**src/hdl/pcm_pkg.sv**
```systemverilog
// ----------------------------------------------------------------------------
// pcm_pkg
// Shared types and constants for the pseudo-color mapper.
// ----------------------------------------------------------------------------
package pcm_pkg;

  // color map codes
  typedef enum logic {
    MAP_JET = 1'b0,
    MAP_HOT = 1'b1
  } map_t;

  // configuration register indexes
  localparam int unsigned REG_IDX_W = 2;
  localparam logic [REG_IDX_W-1:0] REG_MAP_SELECT     = 2'd0;
  localparam logic [REG_IDX_W-1:0] REG_RANGE_MIN      = 2'd1;
  localparam logic [REG_IDX_W-1:0] REG_LEVEL_SCALE    = 2'd2;
  localparam logic [REG_IDX_W-1:0] REG_USE_BACKGROUND = 2'd3;

  // level range
  localparam int unsigned LEVEL_W = 10;
  localparam logic [LEVEL_W-1:0] JET_TOP = 10'd1019;
  localparam logic [LEVEL_W-1:0] HOT_TOP = 10'd638;

  // per-item flags that travel alongside the datapath
  typedef struct packed {
    logic       nan;
    logic       inf;
    logic [7:0] gray;
  } pcm_tag_t;

endpackage

```
**src/hdl/pcm_scale.sv**
```systemverilog
// ----------------------------------------------------------------------------
// pcm_scale
// Product register for diff * level_scale, then round and clamp to a level.
// ----------------------------------------------------------------------------
module pcm_scale
  import pcm_pkg::*;
#(
  parameter int unsigned FRAC_BITS = 16
) (
  input  logic               clk,
  input  logic               rst,
  input  logic               in_valid,
  input  logic               in_pos,
  input  logic [31:0]        in_diff,
  input  logic [31:0]        scale,
  input  map_t               map_sel,
  output logic               out_valid,
  output logic [LEVEL_W-1:0] level
);

  localparam int unsigned SHIFT = 2 * FRAC_BITS;

  logic        valid;
  logic        pos;
  logic [63:0] prod;

  logic               upper_hit;
  logic [LEVEL_W:0]   rounded;
  logic [LEVEL_W-1:0] top;

  always_ff @(posedge clk) begin
    if (rst) begin
      valid <= 1'b0;
    end else begin
      valid <= in_valid;
    end
  end

  always_ff @(posedge clk) begin
    pos  <= in_pos;
    prod <= 64'(in_diff) * 64'(scale);
  end

  always_comb begin
    top       = (map_sel == MAP_HOT) ? HOT_TOP : JET_TOP;
    // anything above the low level bits saturates
    upper_hit = |prod[63:SHIFT+LEVEL_W];
    rounded   = {1'b0, prod[SHIFT+LEVEL_W-1:SHIFT]} + (LEVEL_W+1)'(prod[SHIFT-1]);
    if (!pos) begin
      level = '0;
    end else if (upper_hit || (rounded > {1'b0, top})) begin
      level = top;
    end else begin
      level = rounded[LEVEL_W-1:0];
    end
  end

  assign out_valid = valid;

endmodule

```
**src/hdl/pcm_color.sv**
```systemverilog
// ----------------------------------------------------------------------------
// pcm_color
// Level to RGB through the jet / hot ramps, plus NaN and infinity colors.
// ----------------------------------------------------------------------------
module pcm_color
  import pcm_pkg::*;
(
  input  map_t               map_sel,
  input  logic               use_bg,
  input  pcm_tag_t           tag,
  input  logic [LEVEL_W-1:0] level,
  output logic [7:0]         red,
  output logic [7:0]         green,
  output logic [7:0]         blue
);

  logic [7:0] gray;

  always_comb begin
    gray  = use_bg ? tag.gray : 8'd0;
    red   = 8'd0;
    green = 8'd0;
    blue  = 8'd0;
    priority if (tag.nan) begin
      if (map_sel == MAP_HOT) begin
        blue = 8'd255;
      end else begin
        red   = 8'd255;
        green = 8'd255;
        blue  = 8'd255;
      end
    end else if (tag.inf) begin
      red   = gray;
      green = gray;
      blue  = gray;
    end else if (map_sel == MAP_HOT) begin
      priority if (level < 10'd256) begin
        red = level[7:0];
      end else if (level < 10'd511) begin
        red   = 8'd255;
        green = 8'(level - 10'd255);
      end else begin
        red   = 8'd255;
        green = 8'd255;
        blue  = 8'({level - 10'd511, 1'b1});
      end
    end else begin
      priority if (level < 10'd128) begin
        blue = 8'(10'd128 + level);
      end else if (level < 10'd383) begin
        green = 8'(level - 10'd127);
        blue  = 8'd255;
      end else if (level < 10'd638) begin
        red   = 8'(level - 10'd382);
        green = 8'd255;
        blue  = 8'(10'd637 - level);
      end else if (level < 10'd893) begin
        red   = 8'd255;
        green = 8'(10'd892 - level);
      end else begin
        red = 8'(11'd1147 - {1'b0, level});
      end
    end
  end

endmodule

```
**src/hdl/pseudo_color_mapper.sv**
```systemverilog
// ----------------------------------------------------------------------------
// pseudo_color_mapper
// Maps one signed fixed-point sample per clock to a jet or hot RGB pixel.
// ----------------------------------------------------------------------------
// One item is taken on every clock where start is high; busy is always low,
// so a new sample may follow without a gap. Each pixel appears on
// red/green/blue with done high for one cycle, in the order the items were
// taken. The receiver cannot stall, so it must take the pixel in that cycle.
// The pipeline has three register stages: the range subtract at the input,
// the 32x32 product of the difference and level_scale, and the round/clamp
// plus color ramps in front of the result register. Configuration writes
// (wr_en, wr_index, wr_data) take effect at the next edge and should only
// be made while no item is in flight. There is no memory and no clearing
// pass after reset.
// ----------------------------------------------------------------------------
module pseudo_color_mapper
  import pcm_pkg::*;
#(
  parameter int unsigned FRAC_BITS = 16
) (
  input  logic                 clk,
  input  logic                 rst,
  // item input
  input  logic                 start,
  output logic                 busy,
  input  logic signed [31:0]   sample_value,
  input  logic                 is_nan,
  input  logic                 is_inf,
  input  logic [7:0]           gray_level,
  // configuration
  input  logic                 wr_en,
  input  logic [REG_IDX_W-1:0] wr_index,
  input  logic [31:0]          wr_data,
  // result
  output logic                 done,
  output logic [7:0]           red,
  output logic [7:0]           green,
  output logic [7:0]           blue
);

  // configuration registers
  map_t               map_select;
  logic signed [31:0] range_min;
  logic [31:0]        level_scale;
  logic               use_background;

  // stage 1: difference from range_min
  logic               accept;
  logic [32:0]        diff_next;
  logic               v1;
  logic               pos1;
  logic [31:0]        diff1;
  pcm_tag_t           tag1;

  // stage 2: product, then level
  logic               v2;
  pcm_tag_t           tag2;
  logic [LEVEL_W-1:0] level;

  logic [7:0]         red_next;
  logic [7:0]         green_next;
  logic [7:0]         blue_next;

  assign busy   = 1'b0;
  assign accept = start && !busy;

  // --------------------------------------------------------------------------
  // Configuration port
  // --------------------------------------------------------------------------
  always_ff @(posedge clk) begin
    if (rst) begin
      map_select     <= MAP_JET;
      range_min      <= '0;
      level_scale    <= 32'(64'd1 << FRAC_BITS);  // 1.0
      use_background <= 1'b0;
    end else if (wr_en) begin
      unique case (wr_index)
        REG_MAP_SELECT:     map_select     <= map_t'(wr_data[0]);
        REG_RANGE_MIN:      range_min      <= wr_data;
        REG_LEVEL_SCALE:    level_scale    <= wr_data;
        REG_USE_BACKGROUND: use_background <= wr_data[0];
        default: ;
      endcase
    end
  end

  // --------------------------------------------------------------------------
  // Stage 1: 33-bit signed difference. A positive difference always fits in
  // 32 unsigned bits; zero or negative forces level 0 later on.
  // --------------------------------------------------------------------------
  assign diff_next = {sample_value[31], sample_value} - {range_min[31], range_min};

  always_ff @(posedge clk) begin
    if (rst) begin
      v1 <= 1'b0;
    end else begin
      v1 <= accept;
    end
  end

  always_ff @(posedge clk) begin
    pos1  <= !diff_next[32] && (|diff_next[31:0]);
    diff1 <= diff_next[31:0];
    tag1  <= '{nan: is_nan, inf: is_inf, gray: gray_level};
  end

  // --------------------------------------------------------------------------
  // Stage 2: product register, round half up, clamp to the map's top level
  // --------------------------------------------------------------------------
  pcm_scale #(
    .FRAC_BITS (FRAC_BITS)
  ) u_scale (
    .clk       (clk),
    .rst       (rst),
    .in_valid  (v1),
    .in_pos    (pos1),
    .in_diff   (diff1),
    .scale     (level_scale),
    .map_sel   (map_select),
    .out_valid (v2),
    .level     (level)
  );

  always_ff @(posedge clk) begin
    tag2 <= tag1;
  end

  // --------------------------------------------------------------------------
  // Stage 3: color ramps and special colors into the result register
  // --------------------------------------------------------------------------
  pcm_color u_color (
    .map_sel (map_select),
    .use_bg  (use_background),
    .tag     (tag2),
    .level   (level),
    .red     (red_next),
    .green   (green_next),
    .blue    (blue_next)
  );

  always_ff @(posedge clk) begin
    if (rst) begin
      done <= 1'b0;
    end else begin
      done <= v2;
    end
  end

  always_ff @(posedge clk) begin
    red   <= red_next;
    green <= green_next;
    blue  <= blue_next;
  end

  // --------------------------------------------------------------------------
  // Assertions
  // --------------------------------------------------------------------------
  // every pixel traces back to an item taken on start
  a_done_has_item: assert property (@(posedge clk) disable iff (rst)
    done |-> $past(start, 3))
    else $error("pixel without a matching item");

  // the clamp keeps the level inside the selected map
  a_level_in_map: assert property (@(posedge clk) disable iff (rst)
    v2 |-> (level <= ((map_select == MAP_HOT) ? HOT_TOP : JET_TOP)))
    else $error("level beyond top of map");

  // NaN color has full blue in both maps
  a_nan_blue: assert property (@(posedge clk) disable iff (rst)
    (v2 && tag2.nan) |=> (done && (blue == 8'd255)))
    else $error("NaN item did not give full blue");

endmodule
```
**config.mk**
```make
export PLATFORM = sky130hd
export DESIGN_NAME = pseudo_color_mapper
export DESIGN_NICKNAME = d
export VERILOG_FILES = /design/src/hdl/pcm_pkg.sv /design/src/hdl/pcm_scale.sv /design/src/hdl/pcm_color.sv /design/src/hdl/pseudo_color_mapper.sv
export SDC_FILE = /design/constraint.sdc
export NUM_CORES = 2
export LEC_CHECK = 0
export BUFFER_PORTS_ARGS = -buffer_cell sky130_fd_sc_hd__buf_2
export CORE_UTILIZATION = 72
export CTS_CLUSTER_DIAMETER = 200
export CTS_CLUSTER_SIZE = 20
export DETAILED_ROUTE_END_ITERATION = 7
export PLACE_DENSITY = 0.9
export SKIP_LAST_GASP = 1
export SLEW_MARGIN = 0
export SYNTH_ARGS = -nofsm -noshare
export SYNTH_HDL_FRONTEND = slang
export SYNTH_SLANG_ARGS = --single-unit
```
**constraint.sdc**
```tcl
create_clock -name clk -period 12.8 [get_ports clk]
set_input_delay 1.92 -clock clk [delete_from_list [all_inputs] [get_ports clk]]
set_output_delay 1.92 -clock clk [all_outputs]
set_load 0.01 [all_outputs]
```
== Word level (Yosys, flattened, before mapping) ==
Index checks and enable logic that the tools add are counted.

* $add $sub $neg: 10
* Reductions and logical operators: 10
* $lt $le $gt $ge: 7
* Muxes and demuxes: 29
* Equality and inequality tests: 3
* $mul: 1

{| class="wikitable"
|+ Operators by type and width
! cell !! count
|-
| 8-bit two-way mux || 26
|-
| 32-bit by 32-bit multiplier with 64-bit output || 1
|-
| 32-bit by 32-bit subtractor with 33-bit output || 1
|-
| 32-bit OR reduction || 1
|-
| 10-bit by 9-bit less-than comparator with 1-bit output, second input constant || 3
|-
| 7-bit by 8-bit subtractor with 8-bit output, first input constant || 3
|-
| 22-bit OR reduction || 1
|-
| 10-bit less-than comparator, second input constant || 2
|-
| 10-bit two-way mux || 2
|-
| 8-bit by 7-bit subtractor with 8-bit output, second input constant || 2
|-
| 10-bit by 1-bit adder with 11-bit output || 1
|-
| 11-bit by 10-bit > comparator with 1-bit output || 1
|-
| 10-bit by 8-bit less-than comparator with 1-bit output, second input constant || 1
|-
| 9-bit two-way mux || 1
|-
| 8-bit adder, first input constant || 1
|-
| 2-bit AND reduction || 4
|-
| 8-bit subtractor, second input constant || 1
|-
| 7-bit subtractor, second input constant || 1
|-
| 2-bit == test, second input constant || 2
|-
| 2-bit by 1-bit == test with 1-bit output, second input constant || 1
|-
| 2-bit zero test || 1
|-
| 1-bit logical AND || 1
|-
| 1-bit zero test || 1
|-
| 1-bit logical OR || 1
|}

* Logic and storage cells: 80
* Bits in registers: 211
* Output and inout port bits: 26

== Longest topological paths before layout ==
* Word-level depth: 13
* Depth in mapped cells: 29
* Mapped depth without buffers: 28

== Cells and area by module ==
From an unflattened synthesis, not the netlist that was laid out.

* Cell total of the unflattened synthesis: 4734
* Area, all modules: 42034.1 um2

{| class="wikitable"
|+ By module, submodules not included
! module !! times used !! area an instance (um2) !! cells each !! seq. area each (um2)
|-
| pcm_scale || 1 || 33971.3 || 3719 || 700.7
|-
| pseudo_color_mapper || 1 || 6148.4 || 709 || 2902.8
|-
| pcm_color || 1 || 1914.3 || 306 || 0.0
|}

== Worst setup path before layout ==
No wires, ideal clock.

* Path type: register -> register
* Start point: register level_scale[7]
* End point: register u_scale.prod[52]
* Arrival: 7.134 ns
* Path buffers: 1
* Setup slack: 5.551 ns
* Stages on the path, launching flop included: 28
* Data required time: 12.685 ns
* Cells stage by stage: dfxtp_1 clkbuf_1 and2_1 fa_1 fa_1 fa_1 inv_1 fa_1 inv_1 fa_1 inv_1 fa_1 inv_1 fa_1 inv_1 fa_1 inv_1 ha_1 and4_1 a21boi_0 o211ai_1 o211ai_1 o41ai_2 a21oi_1 a21oi_1 o21ai_1 a41o_1 o21ba_2

* Longest elaborated chain between the ends: 1

{| class="wikitable"
|+ RTL lines
! item !! line !! source
|-
| from (decl) || pseudo_color_mapper.sv:44 || <nowiki>logic [31:0] level_scale;</nowiki>
|-
| from (signal assigned) || pseudo_color_mapper.sv:74 || <nowiki>level_scale <= 32'(64'd1 << FRAC_BITS);</nowiki>
|-
| from (signal assigned) || pseudo_color_mapper.sv:80 || <nowiki>REG_LEVEL_SCALE: level_scale <= wr_data;</nowiki>
|-
| 32-bit by 32-bit multiplier with 64-bit output || pcm_scale.sv:41 || <nowiki>prod <= 64'(in_diff) * 64'(scale);</nowiki>
|-
| to (signal assigned) || pcm_scale.sv:41 ||
|-
| to (decl) || pcm_scale.sv:25 || <nowiki>logic [63:0] prod;</nowiki>
|}

Every way passes these cells.
A chain may end at the register's enable or synchronous reset.

== Final worst setup path ==
* Start point: register level_scale[5]
* End point: register u_scale.prod[63]

The elaborated chain is that of the path after synthesis.

==> summary.md <==
The run finished with clean final reports. Cells with a size suffix above 1 make up 5.247% of the layout. The run gives 20.79 nW as the leakage power of the design. The number of endpoints with negative hold slack in the final report is 0. The first global-routing pass estimated 179200 um of wire. The critical path required time came out at 13.19 ns. The critical setup path kind was reg -> reg. Synthesis inferred 180 register bits. Clock-pin slew was measured on the worst setup and hold paths at 0.08 ns.

The detailed router finished its first iteration with 2790 violations. The cell count after synthesis came out at 4538. Once detail routing completed, the nets flagged for antenna violations numbered 0.

The ratio of total power to cell area was 111.5 nW/um^2. Once the floorplan was initialized, standard cells occupied 73.38% of the core. The endpoint of the most critical register-to-register path was u_scale.prod[63]$_DFF_P_. The category of the worst setup path capture point is a flip-flop. For the final count of pins violating max slew, the log shows 0.

In this run, post-CTS hold repair placed 0 buffers. TritonCTS created 17 clock buffers. The detailed-placement wirelength estimate is 84200 um. Setup repair after global routing left no endpoint under its margin. Max-cap violations in this run came to 0. After filler insertion, the fill cell instance count of the layout stands at 3690. Tightest slew margin relative to the limit: 5.353%. The number of H-tree branching levels is 4. Gates resized during post-CTS repair numbered 0.

The async set-or-reset flop fraction in the synthesized netlist was 0%; the total length of routed wires was 111700 um. The tools report the net count after synthesis as 5818. For this run the aggregate overflow at the end of global routing stands at 0.

Across all hold checks on the routed design, the worst slack comes to 0.3325 ns. Across the VDD grid, the largest voltage drop is 162.0 uV. The area growth from synthesis to layout is 3.995%. The first TritonRoute pass finished after 8 iterations. Row generation in the floorplan step produced 86 rows. At the pin with the least slew margin, the transition time is 1.398 ns. The launching point of the worst reg2reg path is level_scale[5]$_SDFFE_PP0P_. The run gives 0.52 ns as the clock insertion delay at the later pin of the skew report.

The post-route fraction of the period consumed by the critical path was 73.14%; the number of antenna violations at the first check in global routing was 3. Sorting the synthesized cells by area gives the leading types as sky130_fd_sc_hd__fa_1 (44%), sky130_fd_sc_hd__and2_1 (9.4%), sky130_fd_sc_hd__ha_1 (9.3%). The number of cells on the worst reg-to-reg path works out to 26. Cell seen most often among critical-path stages: sky130_fd_sc_hd__fa_1.

The tools report the root buffer cell as sky130_fd_sc_hd__clkbuf_16. TritonCTS built the clock tree. Data on the critical path arrives at its endpoint at 9.75 ns. The slowest stage of the critical path belongs to the cell sky130_fd_sc_hd__o311ai_1. The leading area contributor after synthesis is sky130_fd_sc_hd__fa_1. The portion of total power attributed to the clock network was 12.0%; the post-detailed-route via-to-cell ratio was 6.058.

For the pin count of the biggest net entering global routing, the log shows 70. In the final design database the tool counted 5765 nets. The worst hold path belongs to the class reg -> reg. The net switching power is 2.463 mW. For this run, the top clock speed supported by timing is 106.8 MHz.

The overall die area was 57540 um^2; the number of setup buffers added after CTS was 0. The most instantiated flip-flop cell in the synthesis netlist is sky130_fd_sc_hd__dfxtp_1. Number of global-route vias before repair: 34020.

From bottom edge to top edge, the die measures 239.9 um. Final worst clock skew: 0.02313 ns. The routed design could run at a clock period as short as 9.362 ns. The total area inside the core boundary comes to 55520 um^2. The critical-path maximum fanout works out to 33.

The tools report the total area of multi-input combinational cells as 32700 um^2. The tools report the count of clock tree sinks as 180. Final sum of negative setup slack: 0 ns. Net switching is 52.13% of the power. After detailed routing, the number of remaining DRC violations is 0. After detailed routing, the average wire length per cell comes to 21.29 um.

The tools report the worst setup path startpoint as level_scale[5]$_SDFFE_PP0P_. After synthesis, the mean cell area works out to 8.978 um^2. After synthesis the cells add up to 40740 um^2. The count of different cell masters after synthesis is 85, and the number of port buffers is 104. After synthesis, the most frequently instantiated cells are sky130_fd_sc_hd__inv_1 (932), sky130_fd_sc_hd__fa_1 (896), sky130_fd_sc_hd__nand2_1 (640).

Global routing used 41.28% of the available tracks. The total setup violations reported at the end of the flow was 0. For the largest buffer count on any clock path, the log shows 2. In this run the register-to-register setup slack is 3.44 ns.

The die is 239.9 um wide. Summed over its instances, the top area cell type makes up 44.02% of the synthesized netlist area. In this run the count of I/O pins placed on the die edge is 106. Total number of yosys warnings: 0. The area taken by flip-flops and latches was 3607 um^2; the relative contribution of sequential cells to total power was 15.3%.

For the number of diodes, the log shows 0. The kind of launch point of the worst setup path was a flip-flop. Routability-driven placement finished with a final weighted congestion of 0.9818. Cell internal power was estimated by the tool at 2.262 mW. The synthesized design contains 0 enable-type register cells. For the proportion of synthesized chip area in sequential cells, the log shows 8.844%.

For the portion of total power attributed to combinational logic, the log shows 72.7%. The routed layout has 31780 vias. The most frequent cell after synthesis is sky130_fd_sc_hd__inv_1. The critical path ends at u_scale.prod[63]$_DFF_P_. The maximum cell stage delay along the critical path came out at 1.15 ns.
layout make-up:
class / instances / area share (%)
Clock inverter: 15 / 0.4547
Tap cell: 748 / 2.209
Timing Repair Buffer: 168 / 2.362
Inverter: 935 / 8.283
Multi-Input combinational cell: 3183 / 77.17
Sequential cell: 180 / 8.513
Clock buffer: 17 / 1.004
cells in the final DEF, fill, tap and decap left out, drive strengths merged, types with 10 or more instances in the layout:
cell,count
nand3,25
xnor2,52
nand4,24
nor2,77
buf,168
fa,896
or2,10
dfxtp,180
o21ai,61
a211oi,18
xor2,26
nor4,12
o211ai,17
a21o,25
and2,613
o21bai,10
o21a,12
clkbuf,17
nor3,29
nor2b,10
ha,304
nand2,640
a21oi,164
a31oi,13
inv,942
nand2b,12
cells by family (layout without fill, tap and decap cells):
group           after synthesis  in the layout  share of synthesized area [%]
flops                       180            180                          8.844
fa+ha+maj                  1200           1200                          53.36
mux                          11             11                         0.3132
compound gates              403            403                          6.406
simple gates               1490           1490                          18.48
xor+xnor                     78             78                          1.677
buf+inv                    1175           1135                          10.91
other cells                   1              1                       0.009204
per-layer routing:
| metal | track usage (%) | wire, um | up-vias |
|---|---|---|---|
| met4 | 25.19 | 7610 | 4 |
| li1 | - | - | 13490 |
| met3 | 11.54 | 13420 | 540 |
| met1 | 51.98 | 39630 | 15810 |
| met2 | 63.69 | 51040 | 1942 |
| met5 | 0 | 23 | - |
critical path: cells and delay by family, from the launching register on:
| family | cells | cell delay, ns |
|---|---|---|
| AO/OA/AOI/OAI | 5 | 2.48 |
| adder cells (fa/ha/maj) | 9 | 4.20 |
| buffers and inverters | 6 | 0.31 |
| flip-flops | 1 | 1.10 |
| AND/OR/NAND/NOR | 6 | 1.14 |
worst min-delay path by stage:
stage	depth (start not counted)	startpoint	slack [ns]	end
after floorplan	0	tag1[0]$_DFF_P_	0.31	tag2[0]$_DFF_P_
after global placement	0	tag1[2]$_DFF_P_	0.31	tag2[2]$_DFF_P_
after detailed placement	0	tag1[7]$_DFF_P_	0.31	tag2[7]$_DFF_P_
after CTS	0	tag1[7]$_DFF_P_	0.33	tag2[7]$_DFF_P_
after global routing	0	tag1[7]$_DFF_P_	0.34	tag2[7]$_DFF_P_
final	0	tag1[7]$_DFF_P_	0.33	tag2[7]$_DFF_P_
flip-flops by register name, indices dropped and copies added (netlist names), 8 cells and up:
name / count
u_scale.prod: 33
diff1: 32
level_scale: 32
range_min: 32
tag1: 10
tag2: 10
blue: 8
green: 8
red: 8
power by group through the flow:
stage | Sequential [mW] | Clock, mW | Combinational, mW
finish | 0.725 | 0.567 | 3.43
global route | 0.733 | 0.596 | 3.80
CTS | 0.723 | 0.574 | 3.37
detailed placement | 0.736 | 0 | 3.32
global placement | 0.734 | 0 | 3.18
floorplan | 0.717 | 0 | 2.41
per-stage QoR:
stage                     util (%)  cells  total power [mW]  worst slack (ns)  instance area (um^2)
after floorplan                  -   4538             3.124             5.551                 40740
after global placement       75.20   5214             3.911             3.884                 41750
after detailed placement     75.20   5214             4.058             3.613                 41750
after CTS                    76.31   5246             4.671             3.603                 42370
after global routing         76.31   5246             5.130             3.213                 42370
final                        76.31   5246             4.725             3.438                 42370
Note: power is estimated with default switching activity, not from simulation.
